## config.mk

```make
export PLATFORM = sky130hd
export DESIGN_NAME = cst_seq
export DESIGN_NICKNAME = d
export VERILOG_FILES = /design/src/design/cst_pkg.sv /design/src/design/cst_seq.sv
export SDC_FILE = /design/constraint.sdc
export NUM_CORES = 1
export LEC_CHECK = 0
export BUFFER_PORTS_ARGS = -buffer_cell sky130_fd_sc_hd__buf_2
export CORE_MARGIN = 2
export CORE_UTILIZATION = 35
export CTS_CLUSTER_SIZE = 40
export DETAILED_ROUTE_END_ITERATION = 12
export GPL_TIMING_DRIVEN = 0
export REMOVE_ABC_BUFFERS = 1
export SYNTH_ARGS = -nofsm -noshare
export SYNTH_HDL_FRONTEND = slang
export SYNTH_SLANG_ARGS = --single-unit
```

## constraint.sdc

```tcl
create_clock -name i_clk -period 10.6 [get_ports i_clk]
set_input_delay 1.59 -clock i_clk [delete_from_list [all_inputs] [get_ports i_clk]]
set_output_delay 1.59 -clock i_clk [all_outputs]
set_load 0.02 [all_outputs]
```

## src/design/cst_pkg.sv

```systemverilog
// Shared widths, constants and beat types for the triangle stiffness pipeline.
`default_nettype none
package cst_pkg;

    localparam int CW    = 33;   // coordinate difference
    localparam int PW    = 66;   // product of two differences
    localparam int DETW  = 67;   // signed determinant
    localparam int DMAGW = 66;   // determinant magnitude
    localparam int HALF  = 33;   // split point of the determinant magnitude
    localparam int QCW   = 33;   // 2^32 - p^2
    localparam int DMW   = 98;   // divisor magnitude
    localparam int RW    = 99;   // partial remainder
    localparam int KW    = 18;   // material coefficient
    localparam int NW    = 84;   // signed numerator
    localparam int MAGW  = 83;   // numerator magnitude
    localparam int SPLIT = 42;   // split point of the numerator magnitude
    localparam int MW    = 115;  // numerator times modulus
    localparam int MLOW  = 18;   // dividend bits fed into the long division
    localparam int QW    = 48;   // quotient bits
    localparam int VW    = 48;   // result value
    localparam int EW    = 32;
    localparam int PRW   = 15;
    localparam int NODEW = 10;
    localparam int IDXW  = 11;

    localparam logic [EW-1:0]  YOUNG_RESET   = 32'd1;
    localparam logic [PRW-1:0] POISSON_RESET = 15'd19661;
    localparam logic [KW-1:0]  COEF_UNIT     = 18'h20000;
    localparam logic [KW-1:0]  COEF_SHEAR    = 18'h10000;
    localparam logic [QCW-1:0] DEN_BASE      = 33'h1_0000_0000;
    localparam logic [QW:0]    LIMIT         = 49'h0_8000_0000_0000;
    localparam logic [VW-1:0]  VAL_MAX       = 48'h7FFF_FFFF_FFFF;
    localparam logic [VW-1:0]  VAL_MIN       = 48'h8000_0000_0000;

    typedef enum logic {
        REG_YOUNG   = 1'b0,
        REG_POISSON = 1'b1
    } t_reg;

    typedef struct packed {
        logic [2:0][CW-1:0]    b;
        logic [2:0][CW-1:0]    c;
        logic [DMW-1:0]        dm;
        logic                  dneg;
        logic                  degen;
        logic [2:0][NODEW-1:0] node;
    } t_tri;

    typedef struct packed {
        logic [DMW-1:0]  dm;
        logic            dneg;
        logic            degen;
        logic [IDXW-1:0] row;
        logic [IDXW-1:0] col;
        logic            last;
    } t_side;

    typedef struct packed {
        logic [CW-1:0] u1;
        logic [CW-1:0] v1;
        logic [CW-1:0] u2;
        logic [CW-1:0] v2;
        logic          unit_a;
        t_side         side;
    } t_ent;

    typedef struct packed {
        t_side           side;
        logic [RW-1:0]   r;
        logic [QW-1:0]   q;
        logic [MLOW-1:0] mlo;
        logic            neg;
        logic            sat;
    } t_div;

endpackage
`default_nettype wire

```

## src/design/cst_seq.sv

```systemverilog
// Entry sequencer: walks the 36 row/column/dof combinations of one triangle.
`default_nettype none
module cst_seq (
    input  logic          i_clk,
    input  logic          i_rst_n,
    input  logic          i_tri_valid,
    input  cst_pkg::t_tri i_tri,
    input  logic          i_adv,
    output logic          o_take,
    output logic          o_valid,
    output cst_pkg::t_ent o_ent
);

    cst_pkg::t_tri r_tri;
    logic          r_busy;
    logic [1:0]    r_i, r_j, r_d;
    logic          r_ev;
    cst_pkg::t_ent r_ent, n_ent;
    logic          fire, last;

    assign fire   = r_busy && i_adv;
    assign last   = (r_i == 2'd2) && (r_j == 2'd2) && (r_d == 2'd3);
    assign o_take = i_tri_valid && (!r_busy || (fire && last));
    assign o_valid = r_ev;
    assign o_ent   = r_ent;

    always_comb begin
        n_ent            = '0;
        n_ent.u1         = r_d[1] ? r_tri.c[r_i] : r_tri.b[r_i];
        n_ent.v1         = r_d[0] ? r_tri.c[r_j] : r_tri.b[r_j];
        n_ent.u2         = r_d[1] ? r_tri.b[r_i] : r_tri.c[r_i];
        n_ent.v2         = r_d[0] ? r_tri.b[r_j] : r_tri.c[r_j];
        n_ent.unit_a     = (r_d[1] == r_d[0]);
        n_ent.side.dm    = r_tri.dm;
        n_ent.side.dneg  = r_tri.dneg;
        n_ent.side.degen = r_tri.degen;
        n_ent.side.row   = {r_tri.node[r_i], r_d[1]};
        n_ent.side.col   = {r_tri.node[r_j], r_d[0]};
        n_ent.side.last  = last;
    end

    always_ff @(posedge i_clk) begin
        if (!i_rst_n) begin
            r_busy <= 1'b0;
            r_i    <= 2'd0;
            r_j    <= 2'd0;
            r_d    <= 2'd0;
            r_ev   <= 1'b0;
        end else begin
            if (i_adv) r_ev <= fire;
            if (o_take) begin
                r_busy <= 1'b1;
                r_i    <= 2'd0;
                r_j    <= 2'd0;
                r_d    <= 2'd0;
            end else if (fire && last) begin
                r_busy <= 1'b0;
            end else if (fire) begin
                r_d <= r_d + 2'd1;
                if (r_d == 2'd3) begin
                    if (r_j == 2'd2) begin
                        r_j <= 2'd0;
                        r_i <= r_i + 2'd1;
                    end else begin
                        r_j <= r_j + 2'd1;
                    end
                end
            end
        end
    end

    always_ff @(posedge i_clk) begin
        if (o_take) r_tri <= i_tri;
        if (i_adv) r_ent <= n_ent;
    end

`ifndef SYNTHESIS
    a_index_range: assert property (@(posedge i_clk) disable iff (!i_rst_n)
        r_busy |-> (r_i != 2'd3) && (r_j != 2'd3))
        else $error("entry index out of range");
`endif

endmodule
`default_nettype wire

```

Word-level counts from Yosys, hierarchy flattened
Index checks and enable logic that the tools add are counted.
{"block": "op_classes", "n_eq_ne": 4, "reduce_logical": 12, "order_cmp": 2, "muxes": 19, "bitwise": 2, "addsub": 3}
{"op": "binary-select mux 33 bit (select 2 bit)", "count": 4}
{"op": "2-to-1 mux 33 bit", "count": 8}
{"op": "binary-select mux 10 bit (select 2 bit)", "count": 2}
{"op": "2-to-1 mux 10 bit", "count": 2}
{"op": "adder 2 x 1 -> 2 bit, second input constant", "count": 3}
{"op": "equality test 2 bit, second input constant", "count": 3}
{"op": "less-than comparator 2 x 3 -> 1 bit, second input constant", "count": 2}
{"op": "logical AND 1 bit", "count": 5}
{"op": "AND reduction 4 bit", "count": 1}
{"op": "AND reduction 3 bit", "count": 1}
{"op": "2-to-1 mux 1 bit", "count": 2}
{"op": "2-to-1 mux 2 bit", "count": 1}
{"op": "inverter 1 bit", "count": 2}
{"op": "AND reduction 2 bit", "count": 1}
{"op": "nonzero test 2 bit", "count": 1}
{"op": "OR reduction 2 bit", "count": 1}
{"op": "equality test 1 bit", "count": 1}
{"op": "logical NOT 1 bit", "count": 1}
{"op": "logical OR 1 bit", "count": 1}
{"block": "word_totals", "inputBits": 332, "output_inout_bits": 258, "word_cells": 70, "ff_bits": 592}

Logic depth before layout (Yosys ltp)
Gate-level depths: netlist (run 1).
{"block": "logic_depth", "word_depth": 7, "ltp_mapped": 8, "mapped_depth_nobuf": 5}

Worst setup path before layout (run 1)
Ideal clock, no wire load.
{"block": "synth_timing", "kind": "in2out", "from": "input i_adv", "to": "output o_take", "arrival_ns": 9.457, "setup_slack_ns": -0.447, "cell_stages": 3, "required_ns": 9.010, "n_path_buf": 0, "cell_sequence": "nand2_1 -> o21ai_0 -> and2_1"}
{"block": "synth_via", "elab_chain_cells": 4}
{"element": "start: declaration", "line_no": "cst_seq.sv:8", "text": "input logic i_adv,"}
{"element": "logical AND 1 bit", "line_no": "cst_seq.sv:21", "text": "assign fire = r_busy && i_adv;"}
{"element": "logical AND 1 bit", "line_no": "cst_seq.sv:23", "text": "assign o_take = i_tri_valid && (!r_busy || (fire && last));"}
{"element": "logical OR 1 bit", "line_no": "cst_seq.sv:23"}
{"element": "logical AND 1 bit", "line_no": "cst_seq.sv:23"}
{"element": "end: declaration", "line_no": "cst_seq.sv:9", "text": "output logic o_take,"}
No other way between the ends.

Worst setup path after layout (run 1)
Same ends and word-level chain as after synthesis.

==> impl_results.html, run 1 <==
<table>
<tr><th>Metric</th><th>Value</th></tr>
<tr><th colspan="2">Outcome</th></tr>
<tr><td>Result of the run</td><td>complete, no violations</td></tr>
<tr><th colspan="2">Floorplan</th></tr>
<tr><td>Die area</td><td>0.0662 mm^2</td></tr>
<tr><td>Height of the chip</td><td>257 um</td></tr>
<tr><td>Initial cell density of the core</td><td>35.5%</td></tr>
<tr><td>Die Span X</td><td>257 um</td></tr>
<tr><td>Std-Cell Core Area</td><td>0.0633 mm^2</td></tr>
<tr><td>Site Rows</td><td>92</td></tr>
<tr><td>Number of placed I/O pins</td><td>590</td></tr>
<tr><th colspan="2">Logic synthesis</th></tr>
<tr><td>Yosys top cell by area</td><td>sky130_fd_sc_hd__edfxtp_1</td></tr>
<tr><td>Post-synthesis register bit count</td><td>592</td></tr>
<tr><td>Count of synthesis-stage warnings from yosys</td><td>0</td></tr>
<tr><td>Average size of a mapped cell</td><td>19.4 um^2</td></tr>
<tr><td>Cell types occupying the most area after synthesis</td><td>sky130_fd_sc_hd__edfxtp_1, sky130_fd_sc_hd__mux2i_1, sky130_fd_sc_hd__a2bb2oi_1, sky130_fd_sc_hd__dfxtp_1, sky130_fd_sc_hd__buf_2</td></tr>
<tr><td>Distinct cell type count of the synthesized netlist</td><td>25</td></tr>
<tr><td>Synth Cell Area</td><td>0.0225 mm^2</td></tr>
<tr><td>Sequential fraction of the synthesis area</td><td>78.8%</td></tr>
<tr><td>Mapped Cells</td><td>1155</td></tr>
<tr><td>Fraction of post-synthesis cell area in the top cell type by area</td><td>78.1%</td></tr>
<tr><th colspan="2">Placement</th></tr>
<tr><td>DP HPWL</td><td>41.3 mm</td></tr>
<tr><td>Placed Cells incl. Taps</td><td>2541</td></tr>
<tr><td>Routability congestion estimate</td><td>0.796</td></tr>
<tr><td>Number of port buffers</td><td>589</td></tr>
<tr><th colspan="2">STA</th></tr>
<tr><td>Hold Violations, Final</td><td>0</td></tr>
<tr><td>Clock skew after layout</td><td>0.0222 ns</td></tr>
<tr><td>Accumulated negative setup slack</td><td>0 ns</td></tr>
<tr><td>Slew @ Worst Pin</td><td>0.917 ns</td></tr>
<tr><td>Number of max-slew violations in the final report</td><td>0</td></tr>
<tr><td>Minimum clock period after layout</td><td>5.79 ns</td></tr>
<tr><td>Period utilisation layout</td><td>54.6%</td></tr>
<tr><td>Maximum operating frequency</td><td>173 MHz</td></tr>
<tr><td>Max_slew headroom</td><td>38.8%</td></tr>
<tr><td>Final count of negative-setup-slack endpoints</td><td>0</td></tr>
<tr><td>Unrepaired setup endpoints after global routing</td><td>false</td></tr>
<tr><th colspan="2">Clocking</th></tr>
<tr><td>Num CTS Buffers</td><td>68</td></tr>
<tr><td>Number of hold-repair buffers added at the cts stage</td><td>0</td></tr>
<tr><td>Clk_lat worst skew</td><td>0.61 ns</td></tr>
<tr><td>H-tree depth</td><td>3</td></tr>
<tr><td>Clock slew at the register clock pins of the worst setup and hold paths</td><td>0.05 ns</td></tr>
<tr><td>CTS resizes</td><td>0</td></tr>
<tr><td>TritonCTS clock tree</td><td>done</td></tr>
<tr><td>CTS root buffer</td><td>sky130_fd_sc_hd__clkbuf_16</td></tr>
<tr><td>Post-CTS Setup Bufs</td><td>0</td></tr>
<tr><td>Clock Tree Buf Depth</td><td>3</td></tr>
<tr><td>Clock sinks</td><td>592</td></tr>
<tr><th colspan="2">Cells and area</th></tr>
<tr><td>Commonest cells after routing, fill and taps aside</td><td>sky130_fd_sc_hd__buf_2, sky130_fd_sc_hd__edfxtp_1, sky130_fd_sc_hd__mux2i_1, sky130_fd_sc_hd__a2bb2oi_1, sky130_fd_sc_hd__clkbuf_16</td></tr>
<tr><td>Area used by sequential logic in the layout</td><td>0.0177 mm^2</td></tr>
<tr><td>Most common cell after layout, fill and taps aside</td><td>sky130_fd_sc_hd__buf_2</td></tr>
<tr><td>Share of cells above drive strength 1</td><td>38.7%</td></tr>
<tr><td>Non-filler instance count after layout</td><td>2666</td></tr>
<tr><td>Area occupied by multi-input gates</td><td>0.00443 mm^2</td></tr>
<tr><td>Fin nets</td><td>2099</td></tr>
<tr><td>Final-layout fill cell count</td><td>5559</td></tr>
<tr><td>Layout-stage area growth over the synthesis result</td><td>28.4%</td></tr>
<tr><th colspan="2">Setup path</th></tr>
<tr><td>Start point of the critical path</td><td>i_adv</td></tr>
<tr><td>CP max FO</td><td>115</td></tr>
<tr><td>CP Launch Type</td><td>input pin</td></tr>
<tr><td>Capture point of the critical path</td><td>o_take</td></tr>
<tr><td>Logic depth of the worst register-to-register path</td><td>6</td></tr>
<tr><td>Worst-case register-to-register setup slack</td><td>7.29 ns</td></tr>
<tr><td>Reg2reg start</td><td>r_d[0]$_SDFFE_PP0P_</td></tr>
<tr><td>Req. time, crit path</td><td>9.01 ns</td></tr>
<tr><td>Critical path capture point type</td><td>output pin</td></tr>
<tr><td>R2R Path End</td><td>n_ent[41]$_DFFE_PP_</td></tr>
<tr><td>Crit Path Class</td><td>in -&gt; out</td></tr>
<tr><td>CP arrival</td><td>4.20 ns</td></tr>
<tr><th colspan="2">Route</th></tr>
<tr><td>Total vias in the final route</td><td>13068</td></tr>
<tr><td>First-pass iteration count of the detailed router</td><td>5</td></tr>
<tr><td>Total DRC errors in the routed layout</td><td>0</td></tr>
<tr><td>Remaining antenna violation count</td><td>0</td></tr>
<tr><td>Starting DRC count in detailed routing</td><td>875</td></tr>
<tr><td>Mean routed wirelength per cell</td><td>22.7 um</td></tr>
<tr><td>Total routed wirelength</td><td>60.5 mm</td></tr>
<tr><td>Average via count per standard cell</td><td>4.90</td></tr>
<tr><th colspan="2">Global route</th></tr>
<tr><td>Total congestion overflow</td><td>0</td></tr>
<tr><td>Via count of the first global-routing pass</td><td>14087</td></tr>
<tr><td>GR Util All Layers</td><td>17.9%</td></tr>
<tr><td>Initial antenna violation count</td><td>15</td></tr>
<tr><td>Largest net degree at the start of global routing</td><td>116</td></tr>
<tr><td>First-pass GRT wire length</td><td>88.9 mm</td></tr>
<tr><th colspan="2">Run</th></tr>
<tr><td>Max-cap violation count</td><td>0</td></tr>
<tr><th colspan="2">Power</th></tr>
<tr><td>Max rail drop VDD</td><td>0.160 mV</td></tr>
<tr><td>Static power due to leakage</td><td>10.4 nW</td></tr>
<tr><td>PD cells</td><td>187 mW/mm^2</td></tr>
<tr><th colspan="2">Hold path</th></tr>
<tr><td>Worst min path class</td><td>reg -&gt; reg</td></tr>
</table>
-- logic make-up (layout without fill, tap and decap cells) --
family                     count (synthesis)  after routing  synth area share, %
DFF                                      592            592                 78.8
buffers and inverters                     71            731                 1.57
muxes                                    285            285                 12.7
adders and majority gates                  2              2                0.111
AOI/OAI and AO/OA                        167            167                 5.98
other                                      0              5                    0
and+or+nand+nor                           38             38                0.830
-- power by group --
| part | switching, W | total (W) | internal (W) |
|---|---|---|---|
| Combinational | 0.000215 | 0.000347 | 0.000132 |
| Sequential | 0.0000487 | 0.00278 | 0.00273 |
| Clock | 0.000950 | 0.00225 | 0.00130 |
-- worst min path at each step --
stage,to,cells past startpoint,start,slack [ns]
2_1_floorplan,o_ent[100]$_DFFE_PP_,0,n_ent[100]$_DFFE_PP_,0.40
5_1_grt,o_ent[31]$_DFFE_PP_,0,n_ent[31]$_DFFE_PP_,0.42
3_3_place_gp,o_ent[98]$_DFFE_PP_,0,n_ent[98]$_DFFE_PP_,0.40
4_1_cts,o_ent[94]$_DFFE_PP_,0,n_ent[94]$_DFFE_PP_,0.41
6_report,o_ent[94]$_DFFE_PP_,0,n_ent[94]$_DFFE_PP_,0.41
3_5_place_dp,o_ent[25]$_DFFE_PP_,0,n_ent[25]$_DFFE_PP_,0.40
-- metrics by stage --
stage	util, %	instance area (um^2)	setup WS [ns]	power [W]	hold WS (ns)
global route	45.5	28800	4.63	0.00557	0.420
CTS	45.5	28800	4.81	0.00545	0.414
detailed placement	42.1	26700	4.85	0.00318	0.405
global placement	41.3	26100	-10.19	0.00320	0.400
floorplan	-	22100	-1.74	0.00301	0.400
finish	45.5	28800	4.81	0.00538	0.412
-- critical path, cell delays in order --
cell                      delay, ns
sky130_fd_sc_hd__buf_8         0.26
sky130_fd_sc_hd__buf_16        0.41
sky130_fd_sc_hd__nand2_1       0.23
sky130_fd_sc_hd__o21ai_0       0.32
sky130_fd_sc_hd__and2_4        0.57
sky130_fd_sc_hd__buf_16        0.32
sky130_fd_sc_hd__buf_2         0.23
-- state kept, by name, summed over array words and instances (netlist names) --
register / cells
n_ent: 100
o_ent: 256
o_valid: 1
r_busy: 1
r_d: 2
r_i: 2
r_j: 2
r_tri: 228
-- synth_stat cells --
master                      instances
sky130_fd_sc_hd__a21boi_0           2
sky130_fd_sc_hd__a21oi_1            5
sky130_fd_sc_hd__a2bb2oi_1        132
sky130_fd_sc_hd__a311oi_1           1
sky130_fd_sc_hd__and2_1             1
sky130_fd_sc_hd__and3_1             1
sky130_fd_sc_hd__and4b_1            1
sky130_fd_sc_hd__buf_2             27
sky130_fd_sc_hd__buf_4             14
sky130_fd_sc_hd__clkbuf_1          27
sky130_fd_sc_hd__dfxtp_1            8
sky130_fd_sc_hd__edfxtp_1         584
sky130_fd_sc_hd__ha_1               2
sky130_fd_sc_hd__inv_1              3
sky130_fd_sc_hd__mux2i_1          285
sky130_fd_sc_hd__nand2_1           22
sky130_fd_sc_hd__nand2b_1           2
sky130_fd_sc_hd__nand3_1            1
sky130_fd_sc_hd__nand3b_1           1
sky130_fd_sc_hd__nand4bb_1          1
sky130_fd_sc_hd__nor2_1             2
sky130_fd_sc_hd__nor2b_1            2
sky130_fd_sc_hd__o21ai_0           26
sky130_fd_sc_hd__o221ai_1           1
sky130_fd_sc_hd__or3_1              4
-- layer usage --
| layer | vias up | GRT usage, % | wire length, um |
|---|---|---|---|
| li1 | 5914 | - | - |
| met1 | 6503 | 20.5 | 23400 |
| met2 | 519 | 30.8 | 30100 |
| met3 | 116 | 6.65 | 5370 |
| met4 | 16 | 6.54 | 1530 |
| met5 | - | 0 | 100 |
-- cell type report --
cell class / count / area share, %
tap: 846 / 3.67
multi-input combinational: 492 / 15.3
clock buffer: 87 / 6.15
antenna: 5 / 0.0434
inverter: 3 / 0.0391
timing repair buffer: 608 / 11.9
sequential: 592 / 61.5
clock inverter: 33 / 1.35
Note: power is estimated with default switching activity, not from simulation.
==> inputs of run 2 (changes only) <==
ABC_AREA = 1   (was not set)
clock period = 5.8 ns   (was 10.6 ns; I/O delays follow)
==> run 2 against run 1 <==
  * First-iteration DRC count grew 30%
  * Clock power grew 76%
  * Global-route usage increased by 1.0 points
  * Clock skew increased by 0.0065 ns
  * Final cell count grew 20%
  * Wire length grew 8.0%
  * Count of clock-buffer cells in the layout decreased by 4
  * Critical path type is now reg -> out
  * Critical endpoint unchanged
  * Largest cell class unchanged
  * Largest power group unchanged
==> impl_results.html, run 2 <==
<table>
<tr><th>Metric</th><th>Value</th></tr>
<tr><th colspan="2">Setup path</th></tr>
<tr><td>CP arrival</td><td>3.44 ns (was 4.20 ns)</td></tr>
<tr><td>Slowest cell delay on critical path</td><td>0.66 ns (was 0.57 ns)</td></tr>
<tr><td>Req. time, crit path</td><td>4.93 ns (was 9.01 ns)</td></tr>
<tr><td>Worst-case register-to-register setup slack</td><td>2.20 ns (was 7.29 ns)</td></tr>
<tr><td>Reg2reg start</td><td>r_i[0]$_SDFFE_PP0P_ (was r_d[0]$_SDFFE_PP0P_)</td></tr>
<tr><td>Logic depth of the worst register-to-register path</td><td>7 (was 6)</td></tr>
<tr><td>Crit Path Class</td><td>reg -&gt; out (was in -&gt; out)</td></tr>
<tr><td>Cells along the critical path</td><td>inv_6 -&gt; ha_1 -&gt; nand4_1 -&gt; nand2_1 -&gt; nand2_1 -&gt; inv_8 -&gt; buf_2 (was buf_8 -&gt; buf_16 -&gt; nand2_1 -&gt; o21ai_0 -&gt; and2_4 -&gt; buf_16 -&gt; buf_2)</td></tr>
<tr><td>CP Launch Type</td><td>register (was input pin)</td></tr>
<tr><td>Critical path buffers and inverters</td><td>3 (was 4)</td></tr>
<tr><td>Critical path capture point type</td><td>output pin (unchanged)</td></tr>
<tr><td>Kind of cell adding the most delay to the critical path</td><td>buffers and inverters (unchanged)</td></tr>
<tr><td>CP max FO</td><td>127 (was 115)</td></tr>
<tr><td>Critical-path cell with the highest stage delay</td><td>sky130_fd_sc_hd__inv_8 (was sky130_fd_sc_hd__and2_4)</td></tr>
<tr><td>Cell depth of the worst setup path</td><td>7 (unchanged)</td></tr>
<tr><td>Cell mode on critical path</td><td>sky130_fd_sc_hd__nand2_1 (was sky130_fd_sc_hd__buf_16)</td></tr>
<tr><td>R2R Path End</td><td>r_tri[196]$_DFFE_PP_ (was n_ent[41]$_DFFE_PP_)</td></tr>
<tr><th colspan="2">Clocking</th></tr>
<tr><td>Post-CTS Setup Bufs</td><td>0 (unchanged)</td></tr>
<tr><td>Num CTS Buffers</td><td>66 (was 68)</td></tr>
<tr><td>TritonCTS clock tree</td><td>done (unchanged)</td></tr>
<tr><td>Clock Tree Buf Depth</td><td>3 (unchanged)</td></tr>
<tr><td>CTS root buffer</td><td>sky130_fd_sc_hd__clkbuf_16 (unchanged)</td></tr>
<tr><td>Clk_lat worst skew</td><td>0.60 ns (was 0.61 ns)</td></tr>
<tr><td>H-tree depth</td><td>3 (unchanged)</td></tr>
<tr><td>Number of hold-repair buffers added at the cts stage</td><td>0 (unchanged)</td></tr>
<tr><td>Clock slew at the register clock pins of the worst setup and hold paths</td><td>0.06 ns (was 0.05 ns)</td></tr>
<tr><td>CTS resizes</td><td>0 (unchanged)</td></tr>
<tr><td>Clock sinks</td><td>592 (unchanged)</td></tr>
<tr><th colspan="2">Logic synthesis</th></tr>
<tr><td>Post-synthesis register bit count</td><td>592 (unchanged)</td></tr>
<tr><td>Count leader, synth</td><td>sky130_fd_sc_hd__edfxtp_1 (unchanged)</td></tr>
<tr><td>Top_reg_cell synth</td><td>sky130_fd_sc_hd__edfxtp_1 (unchanged)</td></tr>
<tr><td>Count of synthesis-stage warnings from yosys</td><td>0 (unchanged)</td></tr>
<tr><td>Ranking of synthesized cells by instance count</td><td>sky130_fd_sc_hd__edfxtp_1, sky130_fd_sc_hd__nand2_1, sky130_fd_sc_hd__o21ai_0 (was sky130_fd_sc_hd__edfxtp_1, sky130_fd_sc_hd__mux2i_1, sky130_fd_sc_hd__a2bb2oi_1)</td></tr>
<tr><td>Average size of a mapped cell</td><td>13.3 um^2 (was 19.4 um^2)</td></tr>
<tr><td>Arithmetic-cell share of the synthesized area counting full adders, half adders and majority gates</td><td>0.111% (about the same)</td></tr>
<tr><td>Fraction of post-synthesis cell area in the top cell type by area</td><td>77.7% (was 78.1%)</td></tr>
<tr><td>Number of flops mapped to enable cells by yosys</td><td>584 (unchanged)</td></tr>
<tr><td>Share of synthesized area spent on multiplexers</td><td>0% (was 12.7%)</td></tr>
<tr><td>FFs w/ async S/R, synth</td><td>0% (unchanged)</td></tr>
<tr><td>Sequential fraction of the synthesis area</td><td>78.4% (was 78.8%)</td></tr>
<tr><td>Fraction of the mapped netlist area in simple logic gates</td><td>12.3% (was 0.830%)</td></tr>
<tr><td>Combinational family with the most area after synthesis</td><td>simple AND/OR/NAND/NOR gates (was multiplexers)</td></tr>
<tr><td>Synth Cell Area</td><td>0.0226 mm^2 (was 0.0225 mm^2)</td></tr>
<tr><td>Mapped Cells</td><td>1692 (was 1155)</td></tr>
<tr><td>Yosys top cell by area</td><td>sky130_fd_sc_hd__edfxtp_1 (unchanged)</td></tr>
<tr><td>Cell types occupying the most area after synthesis</td><td>sky130_fd_sc_hd__edfxtp_1, sky130_fd_sc_hd__nand2_1, sky130_fd_sc_hd__o21ai_0, sky130_fd_sc_hd__a22oi_1, sky130_fd_sc_hd__nand3_1 (was sky130_fd_sc_hd__edfxtp_1, sky130_fd_sc_hd__mux2i_1, sky130_fd_sc_hd__a2bb2oi_1, sky130_fd_sc_hd__dfxtp_1, sky130_fd_sc_hd__buf_2)</td></tr>
<tr><td>Distinct cell type count of the synthesized netlist</td><td>24 (was 25)</td></tr>
<tr><td>Fraction of synthesized cell area in xor and xnor cells</td><td>0% (unchanged)</td></tr>
<tr><td>Compound-gate portion of the synthesized area</td><td>6.22% (was 5.98%)</td></tr>
<tr><th colspan="2">Placement</th></tr>
<tr><td>Number of port buffers</td><td>589 (unchanged)</td></tr>
<tr><td>DP HPWL</td><td>44.0 mm (was 41.3 mm)</td></tr>
<tr><td>Routability congestion estimate</td><td>0.836 (was 0.796)</td></tr>
<tr><th colspan="2">Route</th></tr>
<tr><td>Total DRC errors in the routed layout</td><td>0 (unchanged)</td></tr>
<tr><td>Total routed wirelength</td><td>65.3 mm (was 60.5 mm)</td></tr>
<tr><td>Remaining antenna violation count</td><td>0 (unchanged)</td></tr>
<tr><td>Starting DRC count in detailed routing</td><td>1138 (was 875)</td></tr>
<tr><td>Mean routed wirelength per cell</td><td>20.5 um (was 22.7 um)</td></tr>
<tr><td>Total vias in the final route</td><td>15796 (was 13068)</td></tr>
<tr><td>First-pass iteration count of the detailed router</td><td>8 (was 5)</td></tr>
<tr><td>Average via count per standard cell</td><td>4.95 (was 4.90)</td></tr>
<tr><th colspan="2">Hold path</th></tr>
<tr><td>Depth of the worst hold-timing path</td><td>0 (unchanged)</td></tr>
<tr><td>Worst Hold End</td><td>o_ent[101]$_DFFE_PP_ (was o_ent[94]$_DFFE_PP_)</td></tr>
<tr><td>Worst min path class</td><td>reg -&gt; reg (unchanged)</td></tr>
<tr><td>Hold path start</td><td>n_ent[101]$_DFFE_PP_ (was n_ent[94]$_DFFE_PP_)</td></tr>
<tr><th colspan="2">Cells and area</th></tr>
<tr><td>Max reg flops</td><td>256 (unchanged)</td></tr>
<tr><td>Layout-stage area growth over the synthesis result</td><td>26.9% (was 28.4%)</td></tr>
<tr><td>Share of cells above drive strength 1</td><td>30.6% (was 38.7%)</td></tr>
<tr><td>Most common cell after layout, fill and taps aside</td><td>sky130_fd_sc_hd__buf_2 (unchanged)</td></tr>
<tr><td>Final-layout fill cell count</td><td>5734 (was 5559)</td></tr>
<tr><td>Commonest cells after routing, fill and taps aside</td><td>sky130_fd_sc_hd__buf_2, sky130_fd_sc_hd__edfxtp_1, sky130_fd_sc_hd__nand2_1, sky130_fd_sc_hd__o21ai_0, sky130_fd_sc_hd__nor2_1 (was sky130_fd_sc_hd__buf_2, sky130_fd_sc_hd__edfxtp_1, sky130_fd_sc_hd__mux2i_1, sky130_fd_sc_hd__a2bb2oi_1, sky130_fd_sc_hd__clkbuf_16)</td></tr>
<tr><td>Fin nets</td><td>2607 (was 2099)</td></tr>
<tr><th colspan="2">Floorplan</th></tr>
<tr><td>Site Rows</td><td>93 (was 92)</td></tr>
<tr><td>Die Span X</td><td>258 um (was 257 um)</td></tr>
<tr><td>Initial cell density of the core</td><td>35.2% (was 35.5%)</td></tr>
<tr><td>Std-Cell Core Area</td><td>0.0641 mm^2 (was 0.0633 mm^2)</td></tr>
<tr><td>Die area</td><td>0.0666 mm^2 (was 0.0662 mm^2)</td></tr>
<tr><td>Number of placed I/O pins</td><td>590 (unchanged)</td></tr>
<tr><td>Height of the chip</td><td>258 um (was 257 um)</td></tr>
<tr><th colspan="2">Power</th></tr>
<tr><td>Static power due to leakage</td><td>11.5 nW (was 10.4 nW)</td></tr>
<tr><td>Logic pwr share</td><td>6.6% (was 6.4%)</td></tr>
<tr><td>Sw Ratio</td><td>22.7% (was 22.6%)</td></tr>
<tr><td>Clock share of power</td><td>40.9% (was 41.9%)</td></tr>
<tr><td>Internal power</td><td>0.00749 W (was 0.00416 W)</td></tr>
<tr><td>PD cells</td><td>338 mW/mm^2 (was 187 mW/mm^2)</td></tr>
<tr><td>Max rail drop VDD</td><td>0.249 mV (was 0.160 mV)</td></tr>
<tr><td>Total power</td><td>0.00969 W (was 0.00538 W)</td></tr>
<tr><td>Net switching power figure</td><td>0.00220 W (was 0.00121 W)</td></tr>
<tr><td>Sequential fraction of design power</td><td>52.5% (was 51.7%)</td></tr>
<tr><th colspan="2">STA</th></tr>
<tr><td>Number of max-slew violations in the final report</td><td>0 (unchanged)</td></tr>
<tr><td>Maximum operating frequency</td><td>232 MHz</td></tr>
<tr><td>Max_slew headroom</td><td>7.39% (was 38.8%)</td></tr>
<tr><td>Slew @ Worst Pin</td><td>1.39 ns (was 0.917 ns)</td></tr>
<tr><td>Clock skew after layout</td><td>0.0287 ns (was 0.0222 ns)</td></tr>
<tr><td>Period utilisation layout</td><td>74.2%</td></tr>
<tr><td>Unrepaired setup endpoints after global routing</td><td>false (unchanged)</td></tr>
<tr><td>Minimum clock period after layout</td><td>4.31 ns</td></tr>
<tr><td>Hold Violations, Final</td><td>0 (unchanged)</td></tr>
<tr><td>Worst hold slack across all endpoints</td><td>0.414 ns (was 0.412 ns)</td></tr>
<tr><td>Final count of negative-setup-slack endpoints</td><td>0 (unchanged)</td></tr>
<tr><th colspan="2">Outcome</th></tr>
<tr><td>Result of the run</td><td>complete, no violations (unchanged)</td></tr>
<tr><th colspan="2">Global route</th></tr>
<tr><td>Total congestion overflow</td><td>0 (unchanged)</td></tr>
<tr><td>First-pass GRT wire length</td><td>94.5 mm (was 88.9 mm)</td></tr>
<tr><td>GR Util All Layers</td><td>18.9% (was 17.9%)</td></tr>
<tr><td>Initial antenna violation count</td><td>23 (was 15)</td></tr>
<tr><td>Largest net degree at the start of global routing</td><td>128 (was 116)</td></tr>
<tr><td>Via count of the first global-routing pass</td><td>16125 (was 14087)</td></tr>
<tr><th colspan="2">Run</th></tr>
<tr><td>Max-cap violation count</td><td>0 (unchanged)</td></tr>
</table>
## run 2: per-layer routing
layer	share of wire, %	vias to the layer above	GRT usage, %
li1	-	7198	-
met1	37	7563	22.2
met2	49	850	31.9
met3	9.7	167	5.67
met4	3.5	18	9.02
met5	0.18	-	0
## run 2: how the worst max path moves through the flow
stage,startpoint,endpoint,slack (ns)
2_1_floorplan,r_i[0]$_SDFFE_PP0P_,o_take,-3.82
3_3_place_gp,i_adv,o_take,-11.31
3_5_place_dp,i_adv,o_take,1.70
4_1_cts,r_i[0]$_SDFFE_PP0P_,o_take,1.41
5_1_grt,r_i[0]$_SDFFE_PP0P_,o_take,1.25
6_report,r_i[0]$_SDFFE_PP0P_,o_take,1.49
## run 2: cell families after synthesis
group | Yosys count
buffers and inverters | 147
adder cells (fa/ha/maj) | 2
AND/OR/NAND/NOR | 711
flip-flops | 592
AO/OA/AOI/OAI | 240
## run 2: power groups by stage
stage	combinational (W)	clock [W]	sequential (W)
2_1_floorplan	0.000162	0	0.00533
6_report	0.000641	0.00397	0.00508
3_3_place_gp	0.000616	0	0.00524
3_5_place_dp	0.000646	0	0.00517
4_1_cts	0.000649	0.00407	0.00508
5_1_grt	0.000699	0.00421	0.00510
## run 2: final cells by class
cell class                 instances  area (um^2)  share of cell area, %
antenna                           17         42.5                  0.148
clock buffer                      83         1740                   6.05
clock inverter                    32          308                   1.07
inverter                          54          223                  0.777
multi-input combinational        953         4220                   14.7
sequential                       592        17700                   61.8
tap                              855         1070                   3.73
timing repair buffer             606         3350                   11.7
## run 2: worst reg2reg max path, stage by stage (launching register included)
cell and delay (ns):
sky130_fd_sc_hd__dfxtp_4 0.52, sky130_fd_sc_hd__inv_6 0.53, sky130_fd_sc_hd__ha_1 0.45, sky130_fd_sc_hd__nand4_1 0.12, sky130_fd_sc_hd__nand2_1 0.13, sky130_fd_sc_hd__nand2_1 0.15
sky130_fd_sc_hd__inv_8 0.66, sky130_fd_sc_hd__buf_16 0.51
## run 2: through the flow
step	utilization [%]	worst slack [ns]	instance area [um^2]	std cells	TNS [ns]
after CTS	44.6	1.41	28600	3175	0
after detailed placement	41.5	1.70	26600	3060	0
after floorplan	-	-3.82	22100	1599	-1196.15
final	44.7	1.49	28700	3192	0
after global placement	40.8	-11.31	26100	3043	-3424.22
after global routing	44.7	1.25	28700	3187	0
